===== config.mk =====
export PLATFORM = sky130hd
export DESIGN_NAME = mha_front
export DESIGN_NICKNAME = d
export VERILOG_FILES = /design/src/rtl/multinomial_hessian_accumulator_assert.svh /design/src/rtl/mha_pkg.sv /design/src/rtl/mha_front.sv
export SDC_FILE = /design/constraint.sdc
export NUM_CORES = 1
export LEC_CHECK = 0
export BUFFER_PORTS_ARGS = -buffer_cell sky130_fd_sc_hd__buf_2
export CORE_MARGIN = 4
export CORE_UTILIZATION = 30
export DETAILED_ROUTE_END_ITERATION = 10
export GPL_TIMING_DRIVEN = 0
export SLEW_MARGIN = 5
export SYNTH_ARGS = -nofsm -noshare
export SYNTH_HDL_FRONTEND = slang
export SYNTH_SLANG_ARGS = --single-unit

===== constraint.sdc =====
create_clock -name clk -period 4.2 [get_ports clk]
set_input_delay 0.63 -clock clk [delete_from_list [all_inputs] [get_ports clk]]
set_output_delay 0.63 -clock clk [all_outputs]
set_load 0.05 [all_outputs]

===== src/rtl/multinomial_hessian_accumulator_assert.svh =====
// assertion macros for the hessian accumulator
`ifndef MULTINOMIAL_HESSIAN_ACCUMULATOR_ASSERT_SVH
`define MULTINOMIAL_HESSIAN_ACCUMULATOR_ASSERT_SVH
// implication checked on every edge outside reset
`define MHA_ASSERT_IMP(lbl, ante, cons) \
	lbl: assert property (@(posedge clk) disable iff (!arst_n) (ante) |-> (cons)) \
		else $error("assertion failed");
// next-cycle implication
`define MHA_ASSERT_NEXT(lbl, ante, cons) \
	lbl: assert property (@(posedge clk) disable iff (!arst_n) (ante) |=> (cons)) \
		else $error("assertion failed");
`endif


===== src/rtl/mha_pkg.sv =====
// shared types and constants for the hessian accumulator
package mha_pkg;
	localparam int MaxParams = 8;
	localparam int MaxCats   = 4;
	localparam int RowW      = 3;
	localparam int CatW      = 2;
	localparam int IdxW      = RowW + CatW;
	localparam int HessW     = 2 * RowW;
	localparam int QDepth    = 2;

	typedef enum logic [0:0] {
		REG_ROWS = 1'b0,
		REG_CATS = 1'b1
	} reg_idx_t;

	// one classified item passed from front to back
	typedef struct packed {
		logic [RowW-1:0] row;
		logic [CatW-1:0] cat;
		logic [15:0]     deriv;
		logic [16:0]     prob;
		logic [15:0]     count;
		logic            fold;
		logic            emit;
	} item_t;
endpackage


===== src/rtl/mha_front.sv =====
// front end: item capture and command queue
module mha_front (
	input  logic               clk,
	input  logic               arst_n,
	input  logic               push,
	input  mha_pkg::item_t     push_item,
	output logic               full,
	input  logic               pop,
	output logic               nonempty,
	output mha_pkg::item_t     head
);
	mha_pkg::item_t q_q [mha_pkg::QDepth];
	logic rd_q, wr_q;
	logic [1:0] cnt_q;

	assign full     = (cnt_q == 2'(mha_pkg::QDepth));
	assign nonempty = (cnt_q != 2'd0);
	assign head     = q_q[rd_q];

	always_ff @(posedge clk) begin
		if (push && !full) begin
			q_q[wr_q] <= push_item;
		end
	end

	always_ff @(posedge clk or negedge arst_n) begin
		if (!arst_n) begin
			rd_q  <= 1'b0;
			wr_q  <= 1'b0;
			cnt_q <= 2'd0;
		end else begin
			if (push && !full) wr_q <= ~wr_q;
			if (pop && nonempty) rd_q <= ~rd_q;
			cnt_q <= cnt_q + 2'(push && !full) - 2'(pop && nonempty);
		end
	end
endmodule


**After elaboration in Yosys (flattened, before gate mapping)**

Memory sizes are Yosys's and may differ from the RTL's.
Cells that the tools add are included.

- Bitwise logic cells: 2
- Equality and inequality tests: 1
- Mux-type cells: 2
- Add/sub/neg operators: 2
- Reduce and logical (&&, ||, !) cells: 4

Operators by type and width:

| kind | number |
|---|---|
| 2-bit by 1-bit adder with 2-bit output | 1 |
| 2-bit equality test, second input constant | 1 |
| 1-bit logical AND | 2 |
| 1-bit two-way mux | 2 |
| 1-bit inverter | 2 |
| 2-bit nonzero test | 1 |
| 2-bit by 1-bit subtractor with 2-bit output | 1 |
| 1-bit zero test | 1 |

- Memories: 1
- Logic and storage cells: 15
- Register bits after elaboration: 4
- Output and inout bits: 58
- Bits in writable memories: 112
- Bits of input ports: 60

Memories:

| name | words | bits a word | rd ports | clocked after Yosys merged registers in | wr ports | RTL line | source |
|---|---|---|---|---|---|---|---|
| q_q | 2 | 56 | 1 | 0 | 1 | mha_front.sv:12 | `mha_pkg::item_t q_q [mha_pkg::QDepth];` |

**Longest topological paths before layout**

- Depth in word-level cells: 5
- Gate-level depth with buffers: 7
- Gate-level depth less buffers: 7

**Least setup slack after synthesis**

No wires, ideal clock.

- Kind: input to register
- Start: in push
- End: mem q_q[0][0] (netlist bit), enable pin
- Cell stages on the path: 2
- Buffers on the path: 0
- Data arrival time: 3.070 ns
- Slack: 0.660 ns
- Library setup time: 0.470 ns
- Cells stage by stage: nand2_1 nor2_1

- Word-level cells in the longest chain between the ends: 3

RTL lines:

| element | RTL line | source |
|---|---|---|
| start: declaration | mha_front.sv:5 | `input logic push,` |
| 1-bit logical AND | mha_front.sv:21 | `if (push && !full) begin` |
| 1-bit two-way mux | mha_front.sv:21 |  |
| 1-bit two-way mux (not written as such) | mha_front.sv:22 | `q_q[wr_q] <= push_item;` |
| end: declaration | mha_front.sv:12 |  |

No other way between the ends.

==> results.cfg <==
[floorplanning]
io-pin-count = 118
dieWidth_um = 129
core_area_sq_um = 14000
initial_core_util = 0.311
die_y_um = 129
row_count = 43
die_area_sq_um = 16500

[routing]
route.detailed.drc = 0
first_pass_iters = 4
finalWirelength_um = 7970
dr_total_vias = 2198
routedWlPerCell_um = 15.2
ant_nets = 0
drt_iter0_drc = 73
viasPerCell = 4.19

[sta]
min_period_ns = 2.31
worst_pin_slew_ns = 0.827
setup_viol = 0
slew_headroom = 0.449
rsz0062_at_grt = false
hold_violations = 0
skew_ns = 0.00816
min_period_over_period = 0.549
finalSetupTns_ns = 0
maxSlewViolCount = 0
fmax_mhz = 433

[cells_and_area]
final_cell_mix = buf_2, edfxtp_1, mux2_4
fin_area_sq_um = 5900
diodes = 0
area_delta_synth_final_pct = 35.2
nFillCells = 1278
nets = 393
drive_gt1_frac = 0.613
final_core_util = 0.420
final_common_cell = buf_2
stdcell_count = 524

[setup_path]
start_kind = flip-flop
worst-r2r-setup-slack_ns = 2.21
reg2reg_from = cnt_q[1]
worstPathCellList = buf_6, buf_6, mux2_4, buf_2
r2r_end = q_q[0][16]
path_class = reg2out
cpPeakStageDelay_ns = 0.36
worstRegToRegCells = 5
cpMostUsedCell = buf_6
startpoint = rd_q
worstSetupEndpointType = output pin
critPathSlowestCell = dfrtp_1
cp.arrival_ns = 1.68
critPathRequiredTime_ns = 3.57
critPathMaxFanout = 10

[clocking]
clock_latency_ns = 0.40
cts-root-buf = clkbuf_16
numCtsBuffers = 17
htreeDepth = 4
clkSinkCount = 116
clkTransAtPathRegs_ns = 0.05
clock_path_buffers = 2
cts_tree = done

[power_and_ir_drop]
p_leak_nw = 2.33
ir_drop_mv = 0.457
power_density_nw_per_um2 = 891

[yosys]
synth_cell_type_count = 16
syn-num-nets = 254
synthTopCellsByArea = edfxtp_1, mux2_4, mux2_2
yosysTopAreaCellShare = 0.771
yosysTopAreaCell = edfxtp_1
ys_seq_area_frac = 0.794
avgSynthCellArea_sq_um = 22.7
synth_area_sq_um = 4360
yosys_warnings = 0
synth_seq_cells = 116
netlist_instances = 192

[place]
port_buffers = 117
dp_cells = 491
gp_congestion = 0.699
hpwl_um = 5380
postPlaceCellArea_sq_um = 5240

[min_path]
hp-class = in2reg
hold_start = push_item[46]
whs_endpoint = q_q[1][46]
worstHoldPathCells = 1

[global_route]
grt_pass1_vias = 2443
antenna_found_initial = 0
grt_pass1_wl_um = 12200
grt_max_degree = 57
grtUsageTotal = 0.101
grt.overflow.total = 0

[outcome]
status = finished clean

[run]
max_cap_viol_count = 0
## routing by layer
layer,part of all wire,routed length (um),track usage,vias to the layer above
li1,-,-,-,1039
met1,0.42,3340,0.112,1058
met2,0.48,3790,0.160,88
met3,0.086,685,0.0494,13
met4,0.019,150,0.0519,0
met5,0,0,0,-
## critical path: cells and delay by family, from the launching register on
| kind | cells | cell delay (ns) |
|---|---|---|
| mux | 1 | 0.32 |
| buf+inv | 3 | 0.59 |
| flops | 1 | 0.36 |
## final cells by class
class,count,area [sq um],area share
Sequential cell,116,3460,0.587
Inverter,2,7.51,0.00127
Clock buffer,20,437,0.0741
Tap cell,180,225,0.0382
Multi-Input combinational cell,68,848,0.144
Timing Repair Buffer,120,651,0.110
Clock inverter,12,209,0.0354
Buffer,6,55.1,0.00934
## state kept, by name (all words and copies together), names as in the netlist
signal,count
q_q,112
cnt_q,2
rd_q,1
wr_q,1
## power by group
| group | total [mW] | switching (mW) | internal (mW) |
|---|---|---|---|
| Clock | 1.57 | 0.465 | 1.10 |
| Sequential | 1.65 | 0.0663 | 1.59 |
| Combinational | 2.03 | 1.40 | 0.637 |
| Total | 5.26 | 1.93 | 3.33 |
## stage by stage
stage	hold slack [ns]	setup WS, ns	total power [mW]
2_1_floorplan	0.334	0.660	3.30
3_3_place_gp	0.437	-1.02	3.72
3_5_place_dp	0.441	1.94	3.76
4_1_cts	0.384	1.82	5.35
5_1_grt	0.386	1.79	5.48
6_report	0.410	1.89	5.26
## how the worst max path moves through the flow
stage	to	slack, ns	depth (start not counted)
3_3_place_gp	q_q[0][24]	-1.02	3
3_5_place_dp	q_q[0][39]	1.94	5
2_1_floorplan	q_q[0][0]	0.66	2
6_report	head[37]	1.89	4
5_1_grt	head[30]	1.79	4
4_1_cts	head[30]	1.82	4
## kinds of logic after synthesis
logic type / synth area share
xor+xnor: 0.00803
flops: 0.794
mux: 0.170
fa+ha+maj: 0.00574
simple gates: 0.00746
buf+inv: 0.0143
## cells in the mapped netlist
library cell	count
edfxtp_1	112
mux2_4	30
mux2_2	26
buf_6	4
dfrtp_1	4
xnor2_1	3
buf_2	2
ha_1	2
inv_1	2
and2_1	1
and3_1	1
nand2_1	1
nand2b_1	1
nor2_1	1
or2_1	1
xor2_1	1
## timing repair
action	in CTS	in global routing
endpoints found under the hold margin	4	0
setup buffers	0	0
gates resized for setup	0	0
hold buffers	1	0
Note: power is estimated with default switching activity, not from simulation.
